## src/rtl/core/clcp_pkg.sv

```systemverilog
package clcp_pkg;
  localparam int unsigned BufDepth = 64;
  localparam int unsigned AddrW = 6;
  localparam int unsigned LenW = 7;

  localparam logic [1:0] KIND_HEADER = 2'd0;
  localparam logic [1:0] KIND_TEXT   = 2'd1;
  localparam logic [1:0] KIND_ERROR  = 2'd2;

  localparam logic [3:0] ERR_EMPTY    = 4'd0;
  localparam logic [3:0] ERR_NO_COLON = 4'd1;
  localparam logic [3:0] ERR_INDEX    = 4'd2;
  localparam logic [3:0] ERR_HDR_COL  = 4'd3;
  localparam logic [3:0] ERR_LINES    = 4'd4;
  localparam logic [3:0] ERR_HEIGHT   = 4'd5;
  localparam logic [3:0] ERR_TEXT     = 4'd6;
  localparam logic [3:0] ERR_COLOR    = 4'd7;
  localparam logic [3:0] ERR_OVERFLOW = 4'd8;

  localparam logic [7:0] CH_CR    = 8'h0d;
  localparam logic [7:0] CH_LF    = 8'h0a;
  localparam logic [7:0] CH_COLON = 8'h3a;
  localparam logic [7:0] CH_ZERO  = 8'h30;
  localparam logic [7:0] CH_NINE  = 8'h39;

  typedef struct packed {
    logic [1:0]  kind;
    logic [15:0] row_index;
    logic [15:0] row_count;
    logic [15:0] glyph_height;
    logic [31:0] color;
    logic [7:0]  text_char;
    logic [3:0]  error_code;
    logic        last;
  } result_t;

  function automatic logic is_digit(input logic [7:0] c);
    return (c >= CH_ZERO) && (c <= CH_NINE);
  endfunction
endpackage

```

## src/rtl/core/colon_line_command_parser_unit.sv

```systemverilog
// Channel   | Ports                                   | Dir
// in        | in_valid/in_ready, in_rx_byte           | in
// out       | out_valid/out_ready, out_kind .. last   | out
// cfg       | cfg_we, cfg_line_capacity               | in
//
// A non-LF word is taken while idle and, unless it is a CR or overflows the
// line, written to the store. A newline runs a sequencer over the line store,
// one byte read per cycle through the registered store port: length scan,
// colon scans, number passes, then one text char per cycle as out is free.
// Reset is synchronous: length 0, capacity 64; store contents are undefined.
// in_ready is low while a line is being parsed or a result waits.
module colon_line_command_parser_unit (
  input  logic        clk,
  input  logic        rst_n,
  input  logic        in_valid,
  output logic        in_ready,
  input  logic [7:0]  in_rx_byte,
  output logic        out_valid,
  input  logic        out_ready,
  output logic [1:0]  out_kind,
  output logic [15:0] out_row_index,
  output logic [15:0] out_row_count,
  output logic [15:0] out_glyph_height,
  output logic [31:0] out_color,
  output logic [7:0]  out_text_char,
  output logic [3:0]  out_error_code,
  output logic        out_last,
  input  logic        cfg_we,
  input  logic [6:0]  cfg_line_capacity
);
  import clcp_pkg::*;

  // Sequencer phases. Each scan issues a read of address addr and sees
  // the data in rd_r in the next cycle (rd_v_r marks that).
  typedef enum logic [9:0] {
    S_IDLE  = 10'b0000000001,
    S_LEN   = 10'b0000000010, // find effective length (stop at zero byte)
    S_FC    = 10'b0000000100, // first colon
    S_IDX   = 10'b0000001000, // parse index over [0,fc)
    S_SC    = 10'b0000010000, // header: second colon
    S_NUMA  = 10'b0000100000, // parse a number over [a,b)
    S_NUMB  = 10'b0001000000, // header: font height; text: color
    S_LC    = 10'b0010000000, // text: last colon, scanning backward
    S_TEXT  = 10'b0100000000, // emit characters
    S_OUT   = 10'b1000000000  // single result waiting
  } state_t;

  state_t      st_r, st_nxt;
  logic [7:0]  mem [BufDepth];
  logic [7:0]  rd_r;
  logic [LenW-1:0] len_r, len_nxt;     // bytes stored
  logic [LenW-1:0] elen_r, elen_nxt;   // effective line length
  logic [LenW-1:0] fc_r, fc_nxt, sc_r, sc_nxt;
  logic [LenW-1:0] pos_r, pos_nxt;     // position whose data is in rd_r
  logic [LenW-1:0] addr;               // read address this cycle
  logic        rd_v_r, rd_v_nxt;
  logic [6:0]  cap_r;
  logic [LenW-1:0] cap_eff;
  logic [15:0] idx_r, idx_nxt, nl_r, nl_nxt;
  logic [31:0] col_r, col_nxt;
  logic [6:0]  cnt_r, cnt_nxt;
  result_t     res_r, res_nxt;

  logic        acc_clr, acc_step, acc_sat, acc_bad;
  logic [31:0] acc_val;

  clcp_dec_acc u_acc (
    .clk(clk), .clr(acc_clr), .step(acc_step), .ch(rd_r), .sat(acc_sat),
    .val(acc_val), .bad(acc_bad)
  );

  assign cap_eff = (cap_r == 7'd0) ? 7'd1 :
                   (cap_r > 7'(BufDepth)) ? 7'(BufDepth) : cap_r;
  assign in_ready = (st_r == S_IDLE);

  logic wr_en;
  assign wr_en = in_valid && in_ready && (in_rx_byte != CH_CR) &&
                 (in_rx_byte != CH_LF) && !(len_r + 7'd1 >= cap_eff);

  always_ff @(posedge clk) begin
    if (wr_en) mem[len_r[AddrW-1:0]] <= in_rx_byte;
    rd_r <= mem[addr[AddrW-1:0]];
  end

  function automatic result_t mk_err(input logic [3:0] code);
    result_t r;
    r = '0;
    r.kind = KIND_ERROR;
    r.error_code = code;
    r.last = 1'b1;
    return r;
  endfunction

  always_comb begin
    st_nxt = st_r; len_nxt = len_r; elen_nxt = elen_r; fc_nxt = fc_r;
    sc_nxt = sc_r; pos_nxt = pos_r; rd_v_nxt = 1'b0; idx_nxt = idx_r;
    nl_nxt = nl_r; col_nxt = col_r; cnt_nxt = cnt_r; res_nxt = res_r;
    addr = pos_r; acc_clr = 1'b0; acc_step = 1'b0;
    acc_sat = 1'b0;
    case (st_r)
      S_IDLE: begin
        if (in_valid) begin
          if (in_rx_byte == CH_LF) begin
            st_nxt = S_LEN; addr = '0; pos_nxt = '0; rd_v_nxt = 1'b1;
            elen_nxt = '0;
          end else if (in_rx_byte != CH_CR) begin
            if (len_r + 7'd1 >= cap_eff) begin
              len_nxt = '0; res_nxt = mk_err(ERR_OVERFLOW); st_nxt = S_OUT;
            end else begin
              len_nxt = len_r + 7'd1;
            end
          end
        end
      end
      S_LEN: begin
        if (pos_r >= len_r || rd_r == 8'd0) begin
          elen_nxt = pos_r;
          if (pos_r == '0) begin
            res_nxt = mk_err(ERR_EMPTY); st_nxt = S_OUT;
          end else begin
            st_nxt = S_FC; addr = '0; pos_nxt = '0; rd_v_nxt = 1'b1;
          end
        end else begin
          addr = pos_r + 7'd1; pos_nxt = pos_r + 7'd1; rd_v_nxt = 1'b1;
        end
      end
      S_FC: begin
        if (pos_r >= elen_r) begin
          res_nxt = mk_err(ERR_NO_COLON); st_nxt = S_OUT;
        end else if (rd_r == CH_COLON) begin
          fc_nxt = pos_r; st_nxt = S_IDX; acc_clr = 1'b1;
          addr = '0; pos_nxt = '0; rd_v_nxt = 1'b1;
        end else begin
          addr = pos_r + 7'd1; pos_nxt = pos_r + 7'd1; rd_v_nxt = 1'b1;
        end
      end
      S_IDX: begin
        if (pos_r >= fc_r) begin
          if (acc_bad) begin
            res_nxt = mk_err(ERR_INDEX); st_nxt = S_OUT;
          end else begin
            idx_nxt = acc_val[15:0];
            addr = fc_r + 7'd1; pos_nxt = fc_r + 7'd1; rd_v_nxt = 1'b1;
            if (acc_val[15:0] == 16'd0) begin
              st_nxt = S_SC;
            end else begin
              // backward scan from elen-1 down to fc+1
              st_nxt = S_LC; sc_nxt = elen_r;
              addr = elen_r - 7'd1; pos_nxt = elen_r - 7'd1;
            end
          end
        end else begin
          acc_step = 1'b1;
          addr = pos_r + 7'd1; pos_nxt = pos_r + 7'd1; rd_v_nxt = 1'b1;
        end
      end
      S_SC: begin
        if (pos_r >= elen_r) begin
          res_nxt = mk_err(ERR_HDR_COL); st_nxt = S_OUT;
        end else if (rd_r == CH_COLON) begin
          sc_nxt = pos_r; st_nxt = S_NUMA; acc_clr = 1'b1;
          addr = fc_r + 7'd1; pos_nxt = fc_r + 7'd1; rd_v_nxt = 1'b1;
        end else begin
          addr = pos_r + 7'd1; pos_nxt = pos_r + 7'd1; rd_v_nxt = 1'b1;
        end
      end
      S_NUMA: begin
        if (pos_r >= sc_r) begin
          if (acc_bad) begin
            res_nxt = mk_err(ERR_LINES); st_nxt = S_OUT;
          end else begin
            nl_nxt = acc_val[15:0]; acc_clr = 1'b1; st_nxt = S_NUMB;
            addr = sc_r + 7'd1; pos_nxt = sc_r + 7'd1; rd_v_nxt = 1'b1;
          end
        end else begin
          acc_step = 1'b1;
          addr = pos_r + 7'd1; pos_nxt = pos_r + 7'd1; rd_v_nxt = 1'b1;
        end
      end
      S_NUMB: begin
        acc_sat = (idx_r != 16'd0);
        if (pos_r >= elen_r) begin
          if (acc_bad) begin
            res_nxt = mk_err((idx_r == 16'd0) ? ERR_HEIGHT : ERR_COLOR);
            st_nxt = S_OUT;
          end else if (idx_r == 16'd0) begin
            res_nxt = '0; res_nxt.kind = KIND_HEADER;
            res_nxt.row_count = nl_r;
            res_nxt.glyph_height = acc_val[15:0];
            res_nxt.last = 1'b1; st_nxt = S_OUT;
          end else begin
            col_nxt = acc_val; cnt_nxt = '0; st_nxt = S_TEXT;
            addr = fc_r + 7'd1; pos_nxt = fc_r + 7'd1; rd_v_nxt = 1'b1;
          end
        end else begin
          acc_step = 1'b1;
          addr = pos_r + 7'd1; pos_nxt = pos_r + 7'd1; rd_v_nxt = 1'b1;
        end
      end
      S_LC: begin
        if (pos_r <= fc_r + 7'd1 || pos_r >= elen_r) begin
          res_nxt = mk_err(ERR_TEXT); st_nxt = S_OUT;
        end else if (rd_r == CH_COLON) begin
          sc_nxt = pos_r; acc_clr = 1'b1; st_nxt = S_NUMB;
          addr = pos_r + 7'd1; pos_nxt = pos_r + 7'd1; rd_v_nxt = 1'b1;
        end else begin
          addr = pos_r - 7'd1; pos_nxt = pos_r - 7'd1; rd_v_nxt = 1'b1;
        end
      end
      S_TEXT: begin
        // rd_r holds char at pos_r; present it, advance when taken
        if (!rd_v_r || (out_valid && out_ready)) begin
          if (rd_v_r) cnt_nxt = cnt_r + 7'd1;
          if (rd_v_r && (pos_r + 7'd1 == sc_r || cnt_r == 7'd63)) begin
            st_nxt = S_IDLE; len_nxt = '0;
          end else if (rd_v_r) begin
            addr = pos_r + 7'd1; pos_nxt = pos_r + 7'd1; rd_v_nxt = 1'b1;
          end else begin
            rd_v_nxt = 1'b1;
          end
        end else begin
          rd_v_nxt = 1'b1;
        end
      end
      S_OUT: begin
        if (out_ready) begin
          st_nxt = S_IDLE; len_nxt = '0;
        end
      end
      default: st_nxt = S_IDLE;
    endcase
  end

  always_ff @(posedge clk) begin
    if (!rst_n) begin
      st_r <= S_IDLE; len_r <= '0; cap_r <= 7'd64; rd_v_r <= 1'b0;
    end else begin
      st_r <= st_nxt; len_r <= len_nxt; rd_v_r <= rd_v_nxt;
      if (cfg_we) cap_r <= cfg_line_capacity;
    end
    elen_r <= elen_nxt; fc_r <= fc_nxt; sc_r <= sc_nxt; pos_r <= pos_nxt;
    idx_r <= idx_nxt; nl_r <= nl_nxt; col_r <= col_nxt; cnt_r <= cnt_nxt;
    res_r <= res_nxt;
  end

  // Text results are built straight from the read register.
  logic tlast;
  assign tlast = (pos_r + 7'd1 == sc_r) || (cnt_r == 7'd63);
  assign out_valid = (st_r == S_OUT) || (st_r == S_TEXT && rd_v_r);
  always_comb begin
    if (st_r == S_TEXT) begin
      out_kind = KIND_TEXT; out_row_index = idx_r; out_row_count = '0;
      out_glyph_height = '0; out_color = col_r; out_text_char = rd_r;
      out_error_code = '0; out_last = tlast;
    end else begin
      out_kind = res_r.kind; out_row_index = res_r.row_index;
      out_row_count = res_r.row_count;
      out_glyph_height = res_r.glyph_height; out_color = res_r.color;
      out_text_char = res_r.text_char; out_error_code = res_r.error_code;
      out_last = res_r.last;
    end
  end
endmodule

```

## src/rtl/core/clcp_dec_acc.sv

```systemverilog
// Decimal accumulator: one digit per step, 16-bit strict or 32-bit saturating.
module clcp_dec_acc (
  input  logic        clk,
  input  logic        clr,
  input  logic        step,
  input  logic [7:0]  ch,
  input  logic        sat,
  output logic [31:0] val,
  output logic        bad
);
  import clcp_pkg::*;

  logic [31:0] val_r, val_nxt;
  logic        bad_r, bad_nxt, any_r, any_nxt;
  logic [35:0] prod;

  assign prod = {4'd0, val_r} * 36'd10 + {32'd0, ch[3:0]};

  always_comb begin
    val_nxt = val_r;
    bad_nxt = bad_r;
    any_nxt = any_r;
    if (clr) begin
      val_nxt = '0;
      bad_nxt = 1'b0;
      any_nxt = 1'b0;
    end else if (step) begin
      any_nxt = 1'b1;
      if (!is_digit(ch)) begin
        bad_nxt = 1'b1;
      end else if (sat) begin
        val_nxt = (prod > 36'hFFFFFFFF) ? 32'hFFFFFFFF : prod[31:0];
      end else if (prod > 36'd65535) begin
        bad_nxt = 1'b1;
      end else begin
        val_nxt = prod[31:0];
      end
    end
  end

  always_ff @(posedge clk) begin
    val_r <= val_nxt;
    bad_r <= bad_nxt;
    any_r <= any_nxt;
  end

  assign val = val_r;
  assign bad = bad_r | ~any_r;
endmodule

```

## config.mk

```make
export PLATFORM = sky130hd
export DESIGN_NAME = colon_line_command_parser_unit
export DESIGN_NICKNAME = d
export VERILOG_FILES = /design/src/rtl/core/clcp_pkg.sv /design/src/rtl/core/colon_line_command_parser_unit.sv /design/src/rtl/core/clcp_dec_acc.sv
export SDC_FILE = /design/constraint.sdc
export NUM_CORES = 1
export LEC_CHECK = 0
export ABC_AREA = 1
export BUFFER_PORTS_ARGS = -buffer_cell sky130_fd_sc_hd__buf_2
export CAP_MARGIN = 20
export CORE_ASPECT_RATIO = 0.7
export CORE_UTILIZATION = 57
export DETAILED_ROUTE_END_ITERATION = 12
export PLACE_DENSITY = 0.79
export SYNTH_ARGS = -nofsm -noshare
export SYNTH_HDL_FRONTEND = slang
export SYNTH_HIERARCHICAL = 1
export SYNTH_SLANG_ARGS = --single-unit
```

## constraint.sdc

```tcl
create_clock -name clk -period 4.5 [get_ports clk]
set_clock_uncertainty 0.1 [all_clocks]
set_input_delay 0.225 -clock clk [delete_from_list [all_inputs] [get_ports clk]]
set_output_delay 0.225 -clock clk [all_outputs]
set_load 0.02 [all_outputs]
```

==> impl_results.md <==
* Die width at 316 um
* CTS Sinks at 715
* Initial antenna violation count at 5
* Clock buffers created by TritonCTS at 69
* Leak at 20.8 nW
* Later-pin clock latency in the skew report at 0.64 ns
* Cells after Synth at 4567
* Async set-reset flop share out of synthesis at 0%
* Crit path DAT at 4.74 ns
* P_int at 17.6 mW
* Delay-heaviest family, CP: simple AND/OR/NAND/NOR gates
* Post-DP HPWL at 79.2 mm
* Fmax at 233 MHz
* Number of max-cap violations at 0
* Die Y at 221 um
* Finished Layout Cells at 5809
* Crit-path max FO at 13
* CP required at 4.94 ns
* Post-synth cell types at 58
* Clock network power share at 17.6%
* RePlAce Congestion at 1.03
* CP endpoint kind: flip-flop
* Syn. warnings at 6
* Layout cells sized above 1 at 12.3%
* Max stage delay on crit path at 0.44 ns
* Via density at 5.80
* Worst R2R Setup Slack at 0.21 ns
* # fillers at 5457
* Worst Reg-to-Reg Cells at 25
* Synth area leaders: edfxtp_1 (49%), nand2_1 (9.6%), nand3_1 (9.2%), inv_1 (6.8%), nor2_1 (4.6%)
* Register area at 20700 um2
* Post-synth top flop: edfxtp_1
* Largest net degree at the start of global routing at 109
* Flops & latches, synth at 715
* Clock slew at the register clock pins of the worst setup and hold paths at 0.06 ns
* Post-synth top area share at 49.2%
* Post-synthesis sequential area ratio at 52.9%
* Syn Area/Cell at 8.59 um2
* I/O pins at 117
* Multi-input logic area at 15100 um2
* Final wirelength at 117 mm
* CTS tree: built
* Buf/Inv on CP at 2
* Via count at 33700
* P per Cell Area at 763 nW/um2
* H-tree levels at 3
* Post-synth EDFFs at 642
* CP Launch Point: u_acc/val[1]$_SDFFE_PP0P_
* First-pass GRT wire length at 178 mm
* First-pass detailed-route iteration total at 8
* HP Class: in2reg
* Hold Violations, Final at 0
* Worst VDD drop at 1.10 mV
* Minimum clock period at 4.29 ns
* Final core utilization at 66.3%
* Fin crit share at 95.4%
* Setup crit start kind: flip-flop
* Iteration-0 DRC Markers at 4939
* Std cell rows at 80
* Count of pins over their slew limit at 0
* Worst path slowest cell: fa_2
* Setup-failing EPs final at 0
* Sw Share at 49.0%
* Routed len/inst at 20.2 um
* Net Count, Synth at 4701
* Total GRT Usage at 33.0%
* Synthesized cell area at 39200 um2
* Global route overflow at 0
* Crit path top cell by count: nand2_1
* Core Area at 68100 um2
* Dominant cell type by area after synthesis: edfxtp_1
* Number of global-route vias before repair at 31000
* Status: finished, final reports clean
* Hold Path Stages at 5
* Crit path kind: reg2reg
* RR Startpoint: u_acc/val[1]$_SDFFE_PP0P_
* Synthesis-to-finish area growth at 15.1%
* Placed Cells at 5636
* Switch Pwr at 16.9 mW
* Slew margin rel. at 11.4%
* Number of I/O port buffers at 116
* Worst Hold End: rd_v_r$_SDFF_PN0_
* Die footprint at 69900 um2
* Sequential Power Share at 23.2%
* ANT nets after route at 0
* Nets at 4984
* Post-route DRC violation count at 0
* Initial Util at 57.6%
* HP Start: in_valid
* CTS root buf: clkbuf_16
* Slew @ Worst Pin at 1.32 ns
* Combinational power share at 59.2%
* Reg2Reg Capture Point: u_acc/val[24]$_SDFFE_PP0P_
* Clock Tree Buf Depth at 3
cell families after synthesis:
| kind of cell | synth area share [%] |
|---|---|
| AND/OR/NAND/NOR | 30.1 |
| buffers and inverters | 9.59 |
| flip-flops | 52.9 |
| AO/OA/AOI/OAI | 3.22 |
| adder cells (fa/ha/maj) | 3.68 |
| XOR/XNOR | 0.536 |
sequential cells by signal, summed over array words and instances (netlist names), 8 cells and up:
register   count
u_acc/val     32
idx_r         16
st_r          10
rd_r           8
col_r         32
nl_r          16
res_r         37
mem          512
cell type report:
cell class	instances	area share, %
clock buffer	97	4.22
tap	902	2.50
antenna	2	0.0111
multi-input combinational	2926	33.4
timing repair buffer	393	6.82
clock inverter	29	0.943
sequential	715	46.0
inverter	745	6.20
worst max-delay path by stage:
| stage | to | slack, ns | cells past startpoint |
|---|---|---|---|
| 3_3_place_gp | rd_r[1]$_DFF_P_ | 0.12 | 20 |
| 6_report | u_acc/val[24]$_SDFFE_PP0P_ | 0.21 | 25 |
| 2_1_floorplan | res_r[1]$_DFFE_PP_ | 0.29 | 15 |
| 4_1_cts | u_acc/val[21]$_SDFFE_PP0P_ | 0.002 | 26 |
| 5_1_grt | u_acc/val[17]$_SDFFE_PP0P_ | -0.02 | 26 |
| 3_5_place_dp | u_acc/val[24]$_SDFFE_PP0P_ | -0.006 | 26 |
worst register-to-register path, cell delays in order (launching register included):
cell and delay [ns]:
dfxtp_1 0.32, ha_1 0.33, ha_4 0.20, fa_2 0.44, nand2_1 0.11, nand2_1 0.13, nand3_2 0.13, nand2_1 0.16
nand2_1 0.11, nand2_1 0.09, nor2_1 0.13, nand2_1 0.11, nor2_4 0.14, nand3_2 0.13, nor2_4 0.19, buf_4 0.14
nand4_1 0.07, nand2_1 0.16, nand3_1 0.10, nor2_2 0.14, nand3_4 0.15, nand2_8 0.16, buf_4 0.23, nand4_1 0.13
nand2_1 0.09, nor2_1 0.05
routing by layer:
| metal | wire [um] | vias up | track usage [%] | share of wire [%] |
|---|---|---|---|---|
| met5 | 41 | - | 0 | 0.035 |
| met1 | 49600 | 15800 | 49.1 | 42 |
| li1 | - | 15600 | - | - |
| met4 | 3480 | 6 | 9.79 | 3.0 |
| met2 | 49500 | 1979 | 47.4 | 42 |
| met3 | 14800 | 246 | 8.13 | 13 |
synth_stat cells (all sizes together) (4+ instances only):
library cell and number:
a2111oi 5, a211oi 8, a21boi 17, a21oi 81
a31oi 4, and3 4, buf 122, clkbuf 65
clkinv 9, dfxtp 73, edfxtp 642, ha 112
inv 736, nand2 1022, nand3 728, nand3b 197
nand4 69, nor2 508, nor3 27, nor4 5
o211ai 10, o21a 5, o21ai 63, or2 5
xor2 21
cell usage in the layout, fill, tap and decap left out, types with 18 or more instances in the layout:
| master | n |
|---|---|
| clkbuf_16 | 72 |
| edfxtp_1 | 642 |
| dlygate4sd3_1 | 23 |
| nand3b_1 | 197 |
| buf_12 | 24 |
| nor2_2 | 23 |
| dfxtp_1 | 70 |
| nor2_1 | 467 |
| nand3_1 | 710 |
| nand2_2 | 18 |
| nor3_1 | 22 |
| inv_2 | 24 |
| inv_1 | 712 |
| clkbuf_1 | 22 |
| buf_4 | 226 |
| ha_1 | 111 |
| buf_2 | 116 |
| o21ai_0 | 59 |
| nand2_1 | 1000 |
| a21oi_1 | 79 |
| xor2_1 | 21 |
| nor2_4 | 19 |
| nand4_1 | 69 |
power by group through the flow:
stage | combinational [mW] | sequential (mW) | clock (mW)
6_report | 20.4 | 7.98 | 6.06
4_1_cts | 19.0 | 7.98 | 6.10
2_1_floorplan | 13.2 | 8.02 | 0
3_5_place_dp | 18.8 | 8.12 | 0
5_1_grt | 22.1 | 8.01 | 6.36
3_3_place_gp | 18.6 | 8.10 | 0
stage by stage:
stage          hold WS, ns   TNS, ns  worst slack (ns)  total power, mW  area [um2]
2_1_floorplan        0.224         0             0.286             21.2       39200
3_3_place_gp         0.334         0             0.118             26.7       42100
3_5_place_dp         0.350  -0.00698          -0.00634             27.0       42100
4_1_cts             0.0737         0           0.00206             33.1       44700
5_1_grt              0.113   -0.0958           -0.0158             36.5       45100
6_report             0.114         0             0.207             34.4       45100
timing repair:
action | in CTS | in global routing
hold endpoints to repair | 15 | 0
hold buffers | 23 | 0
endpoints found under the setup margin | 13 | 41
gates resized for setup | 1 | 51
cloned | 1 | 7
setup buffers | 0 | 14
pin swaps | 1 | 14
Note: power is estimated with default switching activity, not from simulation.
